**src/sv/rdm_pkg.sv**
```systemverilog
package rdm_pkg;

  localparam int FRAME_WIDTH  = 640;
  localparam int FRAME_HEIGHT = 480;

  localparam int DEPTH_W    = 16;
  localparam int COL_W      = 10;
  localparam int ROW_W      = 9;
  localparam int COORD_W    = 12;
  localparam int SIZE_W     = 11;
  localparam int SPAN_W     = 13;
  localparam int SUM_W      = 35;
  localparam int COUNT_W    = 19;
  localparam int MEAN_W     = 24;
  localparam int FRAC_W     = 8;
  localparam int NUM_W      = SUM_W + FRAC_W;
  localparam int STEP_W     = $clog2(NUM_W);
  localparam int REG_IDX_W  = 3;
  localparam int REG_DATA_W = 16;

  localparam int QUEUE_DEPTH = 2;
  localparam int QPTR_W      = $clog2(QUEUE_DEPTH);
  localparam int QCOUNT_W    = $clog2(QUEUE_DEPTH + 1);

  localparam logic [COUNT_W-1:0] COUNT_MAX = '1;

  localparam logic signed [COORD_W-1:0] RST_ROI_LEFT      = '0;
  localparam logic signed [COORD_W-1:0] RST_ROI_TOP       = '0;
  localparam logic [SIZE_W-1:0]         RST_ROI_WIDTH     = SIZE_W'(640);
  localparam logic [SIZE_W-1:0]         RST_ROI_HEIGHT    = SIZE_W'(480);
  localparam logic [DEPTH_W-1:0]        RST_DEPTH_FLOOR   = DEPTH_W'(300);
  localparam logic [DEPTH_W-1:0]        RST_DEPTH_CEILING = DEPTH_W'(10000);

  typedef enum logic [REG_IDX_W-1:0] {
    REG_ROI_LEFT,
    REG_ROI_TOP,
    REG_ROI_WIDTH,
    REG_ROI_HEIGHT,
    REG_DEPTH_FLOOR,
    REG_DEPTH_CEILING
  } reg_index_t;

  typedef struct packed {
    logic [SUM_W-1:0]   sum;
    logic [COUNT_W-1:0] count;
  } frame_total_t;

  typedef struct packed {
    logic         push;
    frame_total_t total;
  } frame_push_t;

  typedef struct packed {
    logic full;
    logic empty;
  } queue_status_t;

  typedef enum logic [1:0] {
    DIV_IDLE,
    DIV_RUN,
    DIV_HOLD
  } div_state_t;

endpackage

```
**src/sv/rdm_if.sv**
```systemverilog
interface rdm_pixel_if;
  logic                        valid;
  logic                        ready;
  logic [rdm_pkg::DEPTH_W-1:0] depth_mm;
  logic [rdm_pkg::COL_W-1:0]   column;
  logic [rdm_pkg::ROW_W-1:0]   row;
  logic                        frame_end;

  modport source(output valid, depth_mm, column, row, frame_end, input ready);
  modport sink(input valid, depth_mm, column, row, frame_end, output ready);
endinterface

interface rdm_result_if;
  logic                        valid;
  logic                        ready;
  logic [rdm_pkg::MEAN_W-1:0]  mean_depth_q8;
  logic [rdm_pkg::COUNT_W-1:0] valid_count;

  modport source(output valid, mean_depth_q8, valid_count, input ready);
  modport sink(input valid, mean_depth_q8, valid_count, output ready);
endinterface

```
**src/sv/rdm_front.sv**
```systemverilog
module rdm_front (
  input  logic                           clk,
  input  logic                           rst,
  input  logic                           wr_en,
  input  logic [rdm_pkg::REG_IDX_W-1:0]  wr_index,
  input  logic [rdm_pkg::REG_DATA_W-1:0] wr_data,
  rdm_pixel_if.sink                      pix,
  input  rdm_pkg::queue_status_t         q_status,
  output rdm_pkg::frame_push_t           q_push
);

  logic signed [rdm_pkg::COORD_W-1:0] roi_left;
  logic signed [rdm_pkg::COORD_W-1:0] roi_top;
  logic [rdm_pkg::SIZE_W-1:0]         roi_width;
  logic [rdm_pkg::SIZE_W-1:0]         roi_height;
  logic [rdm_pkg::DEPTH_W-1:0]        depth_floor;
  logic [rdm_pkg::DEPTH_W-1:0]        depth_ceiling;

  logic [rdm_pkg::SUM_W-1:0]   depth_sum;
  logic [rdm_pkg::COUNT_W-1:0] pixel_count;
  logic [rdm_pkg::SUM_W-1:0]   depth_sum_next;
  logic [rdm_pkg::COUNT_W-1:0] pixel_count_next;

  logic signed [rdm_pkg::SPAN_W-1:0] col_pos;
  logic signed [rdm_pkg::SPAN_W-1:0] row_pos;
  logic signed [rdm_pkg::SPAN_W-1:0] col_start;
  logic signed [rdm_pkg::SPAN_W-1:0] row_start;
  logic signed [rdm_pkg::SPAN_W-1:0] col_stop;
  logic signed [rdm_pkg::SPAN_W-1:0] row_stop;
  logic col_in;
  logic row_in;
  logic depth_ok;
  logic hit;
  logic accept;

  always_ff @(posedge clk) begin
    if (rst) begin
      roi_left      <= rdm_pkg::RST_ROI_LEFT;
      roi_top       <= rdm_pkg::RST_ROI_TOP;
      roi_width     <= rdm_pkg::RST_ROI_WIDTH;
      roi_height    <= rdm_pkg::RST_ROI_HEIGHT;
      depth_floor   <= rdm_pkg::RST_DEPTH_FLOOR;
      depth_ceiling <= rdm_pkg::RST_DEPTH_CEILING;
    end else if (wr_en) begin
      case (rdm_pkg::reg_index_t'(wr_index))
        rdm_pkg::REG_ROI_LEFT:      roi_left      <= wr_data[rdm_pkg::COORD_W-1:0];
        rdm_pkg::REG_ROI_TOP:       roi_top       <= wr_data[rdm_pkg::COORD_W-1:0];
        rdm_pkg::REG_ROI_WIDTH:     roi_width     <= wr_data[rdm_pkg::SIZE_W-1:0];
        rdm_pkg::REG_ROI_HEIGHT:    roi_height    <= wr_data[rdm_pkg::SIZE_W-1:0];
        rdm_pkg::REG_DEPTH_FLOOR:   depth_floor   <= wr_data[rdm_pkg::DEPTH_W-1:0];
        rdm_pkg::REG_DEPTH_CEILING: depth_ceiling <= wr_data[rdm_pkg::DEPTH_W-1:0];
        default: ;
      endcase
    end
  end

  assign pix.ready = !q_status.full;
  assign accept    = pix.valid && pix.ready;

  always_comb begin
    col_pos   = $signed(rdm_pkg::SPAN_W'(pix.column));
    row_pos   = $signed(rdm_pkg::SPAN_W'(pix.row));
    col_start = rdm_pkg::SPAN_W'(roi_left);
    row_start = rdm_pkg::SPAN_W'(roi_top);
    col_stop  = col_start + $signed(rdm_pkg::SPAN_W'(roi_width));
    row_stop  = row_start + $signed(rdm_pkg::SPAN_W'(roi_height));
    col_in    = (col_pos >= col_start) && (col_pos < col_stop) &&
                (rdm_pkg::SIZE_W'(pix.column) < rdm_pkg::SIZE_W'(rdm_pkg::FRAME_WIDTH));
    row_in    = (row_pos >= row_start) && (row_pos < row_stop) &&
                (rdm_pkg::SIZE_W'(pix.row) < rdm_pkg::SIZE_W'(rdm_pkg::FRAME_HEIGHT));
    depth_ok  = (pix.depth_mm > depth_floor) && (pix.depth_mm < depth_ceiling);
    hit       = col_in && row_in && depth_ok && (pixel_count != rdm_pkg::COUNT_MAX);
    depth_sum_next   = depth_sum + (hit ? rdm_pkg::SUM_W'(pix.depth_mm) : '0);
    pixel_count_next = pixel_count + rdm_pkg::COUNT_W'(hit);
  end

  always_ff @(posedge clk) begin
    if (rst) begin
      depth_sum   <= '0;
      pixel_count <= '0;
    end else if (accept) begin
      if (pix.frame_end) begin
        depth_sum   <= '0;
        pixel_count <= '0;
      end else begin
        depth_sum   <= depth_sum_next;
        pixel_count <= pixel_count_next;
      end
    end
  end

  assign q_push.push        = accept && pix.frame_end;
  assign q_push.total.sum   = depth_sum_next;
  assign q_push.total.count = pixel_count_next;

endmodule

```
**src/sv/rdm_queue.sv**
```systemverilog
module rdm_queue (
  input  logic                   clk,
  input  logic                   rst,
  input  rdm_pkg::frame_push_t   q_push,
  input  logic                   pop,
  output rdm_pkg::queue_status_t q_status,
  output rdm_pkg::frame_total_t  head
);

  rdm_pkg::frame_total_t entries [rdm_pkg::QUEUE_DEPTH];

  logic [rdm_pkg::QPTR_W-1:0]   wr_ptr;
  logic [rdm_pkg::QPTR_W-1:0]   rd_ptr;
  logic [rdm_pkg::QCOUNT_W-1:0] fill;
  logic                         do_push;
  logic                         do_pop;

  assign q_status.full  = (fill == rdm_pkg::QCOUNT_W'(rdm_pkg::QUEUE_DEPTH));
  assign q_status.empty = (fill == '0);
  assign do_push        = q_push.push && !q_status.full;
  assign do_pop         = pop && !q_status.empty;
  assign head           = entries[rd_ptr];

  always_ff @(posedge clk) begin
    if (do_push) begin
      entries[wr_ptr] <= q_push.total;
    end
  end

  always_ff @(posedge clk) begin
    if (rst) begin
      wr_ptr <= '0;
      rd_ptr <= '0;
      fill   <= '0;
    end else begin
      if (do_push) begin
        wr_ptr <= (wr_ptr == rdm_pkg::QPTR_W'(rdm_pkg::QUEUE_DEPTH - 1)) ? '0 : wr_ptr + 1'b1;
      end
      if (do_pop) begin
        rd_ptr <= (rd_ptr == rdm_pkg::QPTR_W'(rdm_pkg::QUEUE_DEPTH - 1)) ? '0 : rd_ptr + 1'b1;
      end
      fill <= fill + rdm_pkg::QCOUNT_W'(do_push) - rdm_pkg::QCOUNT_W'(do_pop);
    end
  end

endmodule

```
**src/sv/rdm_div.sv**
```systemverilog
module rdm_div (
  input  logic                   clk,
  input  logic                   rst,
  input  rdm_pkg::queue_status_t q_status,
  input  rdm_pkg::frame_total_t  head,
  output logic                   pop,
  rdm_result_if.source           res
);

  rdm_pkg::div_state_t state;
  rdm_pkg::div_state_t state_next;

  logic [rdm_pkg::NUM_W-1:0]   num;
  logic [rdm_pkg::COUNT_W-1:0] rem;
  logic [rdm_pkg::COUNT_W-1:0] divisor;
  logic [rdm_pkg::STEP_W-1:0]  step;
  logic [rdm_pkg::COUNT_W:0]   rem_sh;
  logic [rdm_pkg::COUNT_W:0]   rem_diff;
  logic                        q_bit;
  logic                        load_out;

  always_ff @(posedge clk) begin
    if (rst) begin
      state <= rdm_pkg::DIV_IDLE;
    end else begin
      state <= state_next;
    end
  end

  always_comb begin
    state_next = state;
    pop        = 1'b0;
    load_out   = 1'b0;
    case (state)
      rdm_pkg::DIV_IDLE: begin
        if (!q_status.empty) begin
          pop        = 1'b1;
          state_next = rdm_pkg::DIV_RUN;
        end
      end
      rdm_pkg::DIV_RUN: begin
        if (step == rdm_pkg::STEP_W'(rdm_pkg::NUM_W - 1)) begin
          state_next = rdm_pkg::DIV_HOLD;
        end
      end
      rdm_pkg::DIV_HOLD: begin
        if (!res.valid || res.ready) begin
          load_out   = 1'b1;
          state_next = rdm_pkg::DIV_IDLE;
        end
      end
      default: state_next = rdm_pkg::DIV_IDLE;
    endcase
  end

  always_comb begin
    rem_sh   = {rem, num[rdm_pkg::NUM_W-1]};
    rem_diff = rem_sh - {1'b0, divisor};
    q_bit    = (rem_sh >= {1'b0, divisor});
  end

  always_ff @(posedge clk) begin
    if (pop) begin
      num     <= {head.sum, rdm_pkg::FRAC_W'(0)};
      divisor <= head.count;
      rem     <= '0;
      step    <= '0;
    end else if (state == rdm_pkg::DIV_RUN) begin
      num  <= {num[rdm_pkg::NUM_W-2:0], q_bit};
      rem  <= q_bit ? rem_diff[rdm_pkg::COUNT_W-1:0] : rem_sh[rdm_pkg::COUNT_W-1:0];
      step <= step + 1'b1;
    end
  end

  always_ff @(posedge clk) begin
    if (rst) begin
      res.valid <= 1'b0;
    end else if (load_out) begin
      res.valid <= 1'b1;
    end else if (res.ready) begin
      res.valid <= 1'b0;
    end
  end

  always_ff @(posedge clk) begin
    if (load_out) begin
      res.mean_depth_q8 <= (divisor == '0) ? '0 : num[rdm_pkg::MEAN_W-1:0];
      res.valid_count   <= divisor;
    end
  end

endmodule

```
**src/sv/roi_depth_mean_core.sv**
```systemverilog
// Pixels are accepted one per cycle; ready drops only while the two-entry frame queue is full.
// A frame's result follows its last accepted word through these steps: the total is dequeued,
// run through the bit-serial divider and loaded into the output register, which can wait on ready.
// The divider handles one frame total at a time and takes the next only after its result is loaded.
// Reset restores the register defaults and clears the accumulators, the queue and the output.
module roi_depth_mean_core (
  input  logic                           clk,
  input  logic                           rst,
  input  logic                           wr_en,
  input  logic [rdm_pkg::REG_IDX_W-1:0]  wr_index,
  input  logic [rdm_pkg::REG_DATA_W-1:0] wr_data,
  rdm_pixel_if.sink                      pix,
  rdm_result_if.source                   res
);

  rdm_pkg::frame_push_t   q_push;
  rdm_pkg::queue_status_t q_status;
  rdm_pkg::frame_total_t  head;
  logic                   pop;

  rdm_front u_front (
    .clk      (clk),
    .rst      (rst),
    .wr_en    (wr_en),
    .wr_index (wr_index),
    .wr_data  (wr_data),
    .pix      (pix),
    .q_status (q_status),
    .q_push   (q_push)
  );

  rdm_queue u_queue (
    .clk      (clk),
    .rst      (rst),
    .q_push   (q_push),
    .pop      (pop),
    .q_status (q_status),
    .head     (head)
  );

  rdm_div u_div (
    .clk      (clk),
    .rst      (rst),
    .q_status (q_status),
    .head     (head),
    .pop      (pop),
    .res      (res)
  );

  a_no_push_when_full: assert property (@(posedge clk) disable iff (rst)
    !(q_push.push && q_status.full))
    else $error("frame total pushed into a full queue");

  a_no_pop_when_empty: assert property (@(posedge clk) disable iff (rst)
    !(pop && q_status.empty))
    else $error("divider took a frame total from an empty queue");

  a_empty_mean_zero: assert property (@(posedge clk) disable iff (rst)
    (res.valid && res.valid_count == '0) |-> (res.mean_depth_q8 == '0))
    else $error("nonzero mean reported for an empty region");

  a_mean_in_range: assert property (@(posedge clk) disable iff (rst)
    res.valid |-> (res.mean_depth_q8[rdm_pkg::MEAN_W-1:rdm_pkg::FRAC_W] != '1))
    else $error("mean depth exceeds the largest passing depth");

  a_idle_after_reset: assert property (@(posedge clk)
    $past(rst) |-> !res.valid)
    else $error("result word presented right after reset");

endmodule
```
**src/flat_wrapper.sv**
```systemverilog
// flat-port wrapper written by rule: the top's interface ports become plain ports
module roi_depth_mean_core_flat 
  (clk, rst, wr_en, wr_index, wr_data, pix_valid, pix_depth_mm, pix_column, pix_row, pix_frame_end, pix_ready, res_valid, res_mean_depth_q8, res_valid_count, res_ready);
  rdm_pixel_if pix_i ();
  rdm_result_if res_i ();
  input  logic clk;
  input  logic rst;
  input  logic wr_en;
  input  logic [rdm_pkg::REG_IDX_W-1:0] wr_index;
  input  logic [rdm_pkg::REG_DATA_W-1:0] wr_data;
  input wire logic [$bits(pix_i.valid)-1:0] pix_valid;
  input wire logic [$bits(pix_i.depth_mm)-1:0] pix_depth_mm;
  input wire logic [$bits(pix_i.column)-1:0] pix_column;
  input wire logic [$bits(pix_i.row)-1:0] pix_row;
  input wire logic [$bits(pix_i.frame_end)-1:0] pix_frame_end;
  output wire logic [$bits(pix_i.ready)-1:0] pix_ready;
  output wire logic [$bits(res_i.valid)-1:0] res_valid;
  output wire logic [$bits(res_i.mean_depth_q8)-1:0] res_mean_depth_q8;
  output wire logic [$bits(res_i.valid_count)-1:0] res_valid_count;
  input wire logic [$bits(res_i.ready)-1:0] res_ready;
  assign pix_i.valid = pix_valid;
  assign pix_i.depth_mm = pix_depth_mm;
  assign pix_i.column = pix_column;
  assign pix_i.row = pix_row;
  assign pix_i.frame_end = pix_frame_end;
  assign pix_ready = pix_i.ready;
  assign res_valid = res_i.valid;
  assign res_mean_depth_q8 = res_i.mean_depth_q8;
  assign res_valid_count = res_i.valid_count;
  assign res_i.ready = res_ready;
  roi_depth_mean_core u_core (.clk(clk), .rst(rst), .wr_en(wr_en), .wr_index(wr_index), .wr_data(wr_data), .pix(pix_i), .res(res_i));
endmodule
```
**config.mk**
```make
export PLATFORM = sky130hd
export DESIGN_NAME = roi_depth_mean_core_flat
export DESIGN_NICKNAME = d
export VERILOG_FILES = /design/src/sv/rdm_pkg.sv /design/src/sv/rdm_if.sv /design/src/sv/rdm_front.sv /design/src/sv/rdm_queue.sv /design/src/sv/rdm_div.sv /design/src/sv/roi_depth_mean_core.sv /design/src/flat_wrapper.sv
export SDC_FILE = /design/constraint.sdc
export NUM_CORES = 1
export LEC_CHECK = 0
export CAP_MARGIN = 10
export CORE_MARGIN = 5
export CORE_UTILIZATION = 49
export CTS_CLUSTER_DIAMETER = 200
export CTS_CLUSTER_SIZE = 24
export DETAILED_ROUTE_END_ITERATION = 12
export DONT_BUFFER_PORTS = 1
export SYNTH_ARGS = -nofsm -noshare
export SYNTH_HDL_FRONTEND = slang
export SYNTH_SLANG_ARGS = --single-unit
export TNS_END_PERCENT = 100
```
**constraint.sdc**
```tcl
create_clock -name clk -period 12.9 [get_ports clk]
set_input_delay 1.29 -clock clk [delete_from_list [all_inputs] [get_ports clk]]
set_output_delay 1.29 -clock clk [all_outputs]
set_load 0.005 [all_outputs]
```
=== After elaboration in Yosys (flattened, before gate mapping) ===
Memories as Yosys holds them, arrays and structs flattened. A register that Yosys moved wholly into a read port is not among the register bits.
Index checks and enable logic that the tools add are counted.

* Flip-flop bits (word level): 269
* RAM bits: 108
* Output and inout port bits: 45
* Logic and storage cells: 104
* Memories kept: 1

* Add/subtract/negate cells: 10
* Magnitude comparators: 9
* Equality and inequality tests: 13
* Mux-type cells: 22
* Reduce and logical (&&, ||, !) cells: 29

{| class="wikitable"
|+ Memory list
! memory !! depth !! width !! read ports !! clocked after memory_dff !! write ports !! RTL line !! RTL
|-
| u_core.u_queue.entries || 2 || 54 || 1 || 1 || 1 || rdm_queue.sv:10 || <nowiki>rdm_pkg::frame_total_t entries [rdm_pkg::QUEUE_DEPTH];</nowiki>
|}

{| class="wikitable"
|+ Operator list
! kind !! number
|-
| two-way mux 43 bit || 2
|-
| two-way mux 19 bit || 2
|-
| adder 35 x 16 -> 35 bit || 1
|-
| two-way mux 35 bit || 1
|-
| adder 12 x 12 -> 13 bit || 2
|-
| greater-or-equal comparator 20 x 19 -> 1 bit || 1
|-
| adder 19 x 1 -> 19 bit || 1
|-
| logical NOT 19 bit || 1
|-
| inequality test 19 bit, second input constant || 1
|-
| subtractor 19 bit || 1
|-
| > comparator 16 bit || 1
|-
| less-than comparator 16 bit || 1
|-
| two-way mux 16 bit || 1
|-
| less-than comparator 10 x 13 -> 1 bit || 1
|-
| less-than comparator 11 x 13 -> 1 bit || 1
|-
| greater-or-equal comparator 10 x 12 -> 1 bit || 1
|-
| greater-or-equal comparator 11 x 12 -> 1 bit || 1
|-
| logical AND 1 bit || 12
|-
| two-way mux 1 bit || 12
|-
| AND reduction 2 bit || 6
|-
| less-than comparator 10 bit, second input constant || 1
|-
| less-than comparator 9 bit, second input constant || 1
|-
| adder 6 x 1 -> 6 bit, second input constant || 1
|-
| == test 3 x 2 -> 1 bit, second input constant || 2
|-
| 17 further kinds || 28
|}

=== Logic depth before layout (Yosys ltp) ===
* Depth after elaboration: 10
* Depth in mapped cells: 28

=== Cells and area by module ===
A second synthesis with hierarchy kept.

* Cell total of the unflattened synthesis: 1,857
* Area total of the unflattened synthesis: 19,302.3 um^2

{| class="wikitable"
|+ Modules (own cells, without submodules)
! module !! times used !! cells each !! area each (um^2) !! sequential area each (um^2)
|-
| rdm_front || 1 || 1,177 || 9,138.8 || 2,642.5
|-
| rdm_div || 1 || 485 || 6,035.8 || 3,633.5
|-
| rdm_queue || 1 || 195 || 4,127.7 || 3,343.2
|}

=== Worst setup path after synthesis ===
Ideal clock, no wire load.

* Kind: flip-flop to flip-flop
* Start point: register u_core.u_front.roi_top[0] (netlist bit)
* End point: register u_core.u_front.depth_sum[22] (netlist bit)
* Setup time: 0.070 ns
* Data arrival time: 5.054 ns
* Path slack: 7.775 ns
* Stages on the path, launching flop included: 29
* Cells stage by stage: dfxtp_1 -> ha_1 -> inv_1 -> fa_1 -> nor2b_1 -> o21ai_0 -> o22ai_1 -> nor2_1 -> xor2_1 -> ha_1 -> and3_1 -> a211oi_1 -> o21ai_0 -> a31oi_1 -> o21ai_0 -> o211ai_1 -> o211ai_2 -> nor3_1 -> ha_1 -> inv_1 -> fa_1 -> nor2b_1 -> o31a_1 -> o31a_2 -> o211ai_2 -> o21ai_4 -> nand2_1 -> or4_1 -> a21oi_1

* Word-level cells in the longest chain between the ends: 10
* Elaborated cells between the ends (all ways): 11
* Classes of those cells: 2 x add/sub; 2 x order compare; 2 x mux; 5 x reduce/logical

{| class="wikitable"
|+ Ends and longest elaborated chain
! what !! RTL line !! RTL
|-
| from (decl) || rdm_front.sv:13 || <nowiki>logic signed [rdm_pkg::COORD_W-1:0] roi_top;</nowiki>
|-
| from (signal assigned) || rdm_front.sv:39 || <nowiki>roi_top <= rdm_pkg::RST_ROI_TOP;</nowiki>
|-
| from (signal assigned) || rdm_front.sv:47 || <nowiki>rdm_pkg::REG_ROI_TOP: roi_top <= wr_data[rdm_pkg::COORD_W-1:0];</nowiki>
|-
| adder 12 x 12 -> 13 bit || rdm_front.sv:66 || <nowiki>row_stop = row_start + $signed(rdm_pkg::SPAN_W'(roi_height));</nowiki>
|-
| less-than comparator 10 x 13 -> 1 bit || rdm_front.sv:69 || <nowiki>row_in = (row_pos >= row_start) && (row_pos < row_stop) &&</nowiki>
|-
| logical AND 1 bit (*) (2 in series) || rdm_front.sv:69 ||
|-
| logical AND 1 bit (*) (3 in series) || rdm_front.sv:72 || <nowiki>hit = col_in && row_in && depth_ok && (pixel_count != rdm_pkg::COUNT_MAX);</nowiki>
|-
| two-way mux 16 bit (*) || rdm_front.sv:73 || <nowiki>depth_sum_next = depth_sum + (hit ? rdm_pkg::SUM_W'(pix.depth_mm) : '0);</nowiki>
|-
| adder 35 x 16 -> 35 bit (*) || rdm_front.sv:73 ||
|-
| two-way mux 35 bit (*) || rdm_front.sv:82 || <nowiki>if (pix.frame_end) begin</nowiki>
|-
| to (signal assigned) || rdm_front.sv:86 || <nowiki>depth_sum <= depth_sum_next;</nowiki>
|-
| to (decl) || rdm_front.sv:19 || <nowiki>logic [rdm_pkg::SUM_W-1:0] depth_sum;</nowiki>
|}

Mark *: on every way between the ends. The rest lies on a longest branch, timed or not.
A chain may end at the register's enable or synchronous reset.

=== Final worst setup path ===
Same ends and word-level chain as after synthesis.

==> impl_metrics.json <==
{
  "tritoncts.num_buffers": 19,
  "first_global_vias": 12858,
  "timing.reg2reg.worst_path_depth": 28,
  "ir_worst_vdd_mv": 0.0993,
  "hp-class": "flop to flop",
  "pre_cts_ws_ns": 6.63,
  "postSynthAreaPerCell_sq_um": 9.99,
  "grt_setup_unrepaired": "false",
  "num_antenna_cells": 0,
  "setup_crit_path_kind": "flop to flop",
  "clkLatencyLatePin_ns": 0.54,
  "num_rows": 72,
  "powerDensity_nw_per_um2": 151,
  "cp_data_arrival_time_ns": 6.53,
  "finalCritPeriodShare_pct": 47.0,
  "synth_area_sq_um": 19000,
  "cp_max_fo": 18,
  "post_cts_resized": 0,
  "number_of_synthesis_warnings": 0,
  "post-route-drc-count": 0,
  "path_buf_inv": 2,
  "final_min_period_ns": 6.06,
  "floorplan.die.height_um": 207,
  "fin_skew_ns": 0.0202,
  "first_pass_grt_wire_length_mm": 68.3,
  "worst_slack_ns": 6.84,
  "tightestPinTransition_ns": 1.14,
  "yosysSeqAreaShare_pct": 50.5,
  "detail_route.vias_per_cell": 5.56,
  "area_added_between_synthesis_and_finish_pct": 5.00,
  "die-area_sq_um": 42900,
  "avgRoutedWirePerCell_um": 17.8,
  "nets": 2046,
  "effective_utilization_at_floorplan_pct": 49.4,
  "die_w_um": 207,
  "synth_cell_type_count": 80,
  "drt-pass1-iter-count": 5,
  "end_of_the_critical_path": "u_core.u_front.depth_sum[22]",
  "cpMaxStageDelayCell": "sky130_fd_sc_hd__or4_1",
  "boundaryPins": 105,
  "reg2reg_setup_slack_ns": 6.84,
  "clock_tree.root_cell": "sky130_fd_sc_hd__clkbuf_16",
  "most_frequent_cells_in_the_layout": "271 x sky130_fd_sc_hd__nand2_1, 205 x sky130_fd_sc_hd__edfxtp_1, 172 x sky130_fd_sc_hd__dfxtp_1, 143 x sky130_fd_sc_hd__a21oi_1, 130 x sky130_fd_sc_hd__ha_1",
  "ys.flop_type": "sky130_fd_sc_hd__edfxtp_1",
  "critical_path.max_stage_delay_ns": 0.53,
  "maximum_number_of_pins_on_one_net_before_global_route_repair": 126,
  "route.vias.total": 13227,
  "clock_sink_total": 378,
  "grt_usage_pct": 19.0,
  "finish.instance_area_sq_um": 20000,
  "cts-root-to-sink-buffers": 3,
  "final_common_cell": "sky130_fd_sc_hd__nand2_1",
  "final_max_slew_viol_count": 0,
  "port-buffer-count": 0,
  "drtAntennaViolNets": 0,
  "timing.fmax_mhz": 165,
  "leakage_component_of_the_power_nw": 7.34,
  "cell_count_after_synthesis": 1906,
  "synthArstFlopShare_pct": 0,
  "critPathLaunch": "u_core.u_front.roi_top[0]",
  "clk_pin_slew_ns": 0.10,
  "r2r-start": "u_core.u_front.roi_top[0]",
  "fraction_of_final_layout_cells_with_drive_strength_greater_than_1_pct": 4.40,
  "postPlaceCellArea_sq_um": 19500,
  "final.setup.tns_ns": 0,
  "timing.rr.end": "u_core.u_front.depth_sum[22]",
  "ys_seq_elements": 378,
  "worst_ep_required_time_ns": 13.37,
  "tritoncts": "done",
  "crit_cells": 28,
  "htree_num_levels": 1,
  "timing.critical_path.to_type": "flop",
  "hold_buffers": 0,
  "hold_violations": 0,
  "postRouteWirelength_mm": 42.3,
  "synth_enable_flop_cells": 205,
  "grt_remaining_overflow": 0,
  "type_of_origin_of_the_critical_path": "flop",
  "post-cts-setup-buffer-count": 0,
  "outcome": "completed",
  "drt_iter0_drc": 799,
  "dpl.hpwl_mm": 30.2,
  "postSynthNetCount": 2100,
  "filler_cell_count": 3562,
  "area_of_the_core_region_sq_um": 38600,
  "finalPower_mw": 3.01,
  "initial_antenna_violation_count": 0,
  "number_of_setup_violations_in_the_final_report": 0,
  "max-slew-margin-rel_pct": 24.2,
  "number_of_maximum_capacitance_violations": 0,
  "critical_path.top_delay_family": "compound AO/OA/AOI/OAI gates",
  "gp_weighted_congestion": 0.857
}
==> tightest hold or removal path, cell delays in order, from the launching register on <==
cell and delay, ns:
sky130_fd_sc_hd__dfxtp_1 0.32, sky130_fd_sc_hd__nand2_1 0.05, sky130_fd_sc_hd__a21oi_1 0.05
==> registers in the layout (all words and copies together), names as in the netlist, 16 cells and up, named ones only <==
register / cells
u_core.u_queue.entries: 108
u_core.u_div.num: 43
u_core.u_front.depth_sum: 35
u_core.u_div.res.mean_depth_q8: 24
u_core.u_div.divisor: 19
u_core.u_div.rem: 19
u_core.u_div.res.valid_count: 19
u_core.u_front.pixel_count: 19
u_core.u_front.depth_ceiling: 16
u_core.u_front.depth_floor: 16
==> layer usage <==
layer | vias up | GRT usage (%) | wire length (um)
met4 | 0 | 4.22 | 908
met2 | 260 | 32.0 | 19800
li1 | 6660 | - | -
met5 | - | 0 | 0
met3 | 46 | 2.84 | 2160
met1 | 6261 | 26.0 | 19400
==> how the worst min path moves through the flow <==
stage	slack (ns)	from	cells past startpoint	endpoint
2_1_floorplan	0.43	u_core.u_div.rem[18]	2	u_core.u_div.rem[18]
3_3_place_gp	0.44	u_core.u_front.depth_floor[4]	2	u_core.u_front.depth_floor[4]
3_5_place_dp	0.44	u_core.u_front.depth_floor[4]	2	u_core.u_front.depth_floor[4]
4_1_cts	0.46	u_core.u_front.depth_floor[4]	2	u_core.u_front.depth_floor[4]
5_1_grt	0.48	u_core.u_front.depth_ceiling[7]	2	u_core.u_front.depth_ceiling[7]
6_report	0.46	u_core.u_front.depth_floor[4]	2	u_core.u_front.depth_floor[4]
==> metrics by stage <==
stage	std cells	util [%]	hold slack, ns
2_1_floorplan	1906	-	0.428
3_5_place_dp	2349	50.5	0.443
5_1_grt	2381	51.9	0.478
4_1_cts	2381	51.9	0.457
6_report	2381	51.9	0.458
3_3_place_gp	2349	50.5	0.438
==> area by class of cell <==
class | instances | area [sq um] | area share [%]
multi-input cells | 1342 | 8740 | 43.7
repair buffers | 10 | 75.1 | 0.375
flip-flops and latches | 378 | 9620 | 48.1
well taps | 518 | 648 | 3.24
inverters | 101 | 379 | 1.90
clock inverters | 2 | 17.5 | 0.0876
clock buffers | 30 | 517 | 2.58
==> cells in the mapped netlist (14+ instances only) <==
cell type / n / area [sq um]
sky130_fd_sc_hd__nor2b_1: 42 / 263
sky130_fd_sc_hd__o21a_1: 15 / 113
sky130_fd_sc_hd__xor2_1: 38 / 333
sky130_fd_sc_hd__nand2_1: 271 / 1020
sky130_fd_sc_hd__a21o_1: 19 / 143
sky130_fd_sc_hd__o21ai_0: 110 / 551
sky130_fd_sc_hd__nand3_1: 54 / 270
sky130_fd_sc_hd__clkbuf_1: 69 / 259
sky130_fd_sc_hd__edfxtp_1: 205 / 6160
sky130_fd_sc_hd__dfxtp_1: 173 / 3460
sky130_fd_sc_hd__o21ai_1: 15 / 75.1
sky130_fd_sc_hd__xnor2_1: 47 / 412
sky130_fd_sc_hd__mux2i_1: 50 / 500
sky130_fd_sc_hd__o211ai_1: 20 / 150
sky130_fd_sc_hd__ha_1: 130 / 1630
sky130_fd_sc_hd__and3_1: 19 / 119
sky130_fd_sc_hd__nor2_1: 121 / 454
sky130_fd_sc_hd__a31oi_1: 17 / 106
sky130_fd_sc_hd__nand4_1: 17 / 106
sky130_fd_sc_hd__nand2b_1: 17 / 106
sky130_fd_sc_hd__a21oi_1: 143 / 716
sky130_fd_sc_hd__nor3_1: 20 / 100
sky130_fd_sc_hd__a22oi_1: 24 / 180
sky130_fd_sc_hd__inv_1: 100 / 375
sky130_fd_sc_hd__or3_1: 14 / 87.6
sky130_fd_sc_hd__mux2_2: 20 / 225
==> logic make-up (layout without fill, tap and decap cells) <==
family / count (synthesis) / after routing / synth area share (%)
AOI/OAI and AO/OA: 436 / 436 / 14.1
xor gates and xnor gates: 85 / 85 / 3.91
adders and majority gates: 134 / 134 / 8.96
buffers and inverters: 186 / 143 / 3.83
DFF: 378 / 378 / 50.5
muxes: 71 / 71 / 3.87
and+or+nand+nor: 616 / 616 / 14.8
==> power by group <==
group | leakage (nW) | internal, mW | switching [mW]
sequential | 3.37 | 1.47 | 0.0874
clock | 0.256 | 0.281 | 0.376
combinational | 3.71 | 0.310 | 0.486
(Power assumes the default switching activity.)
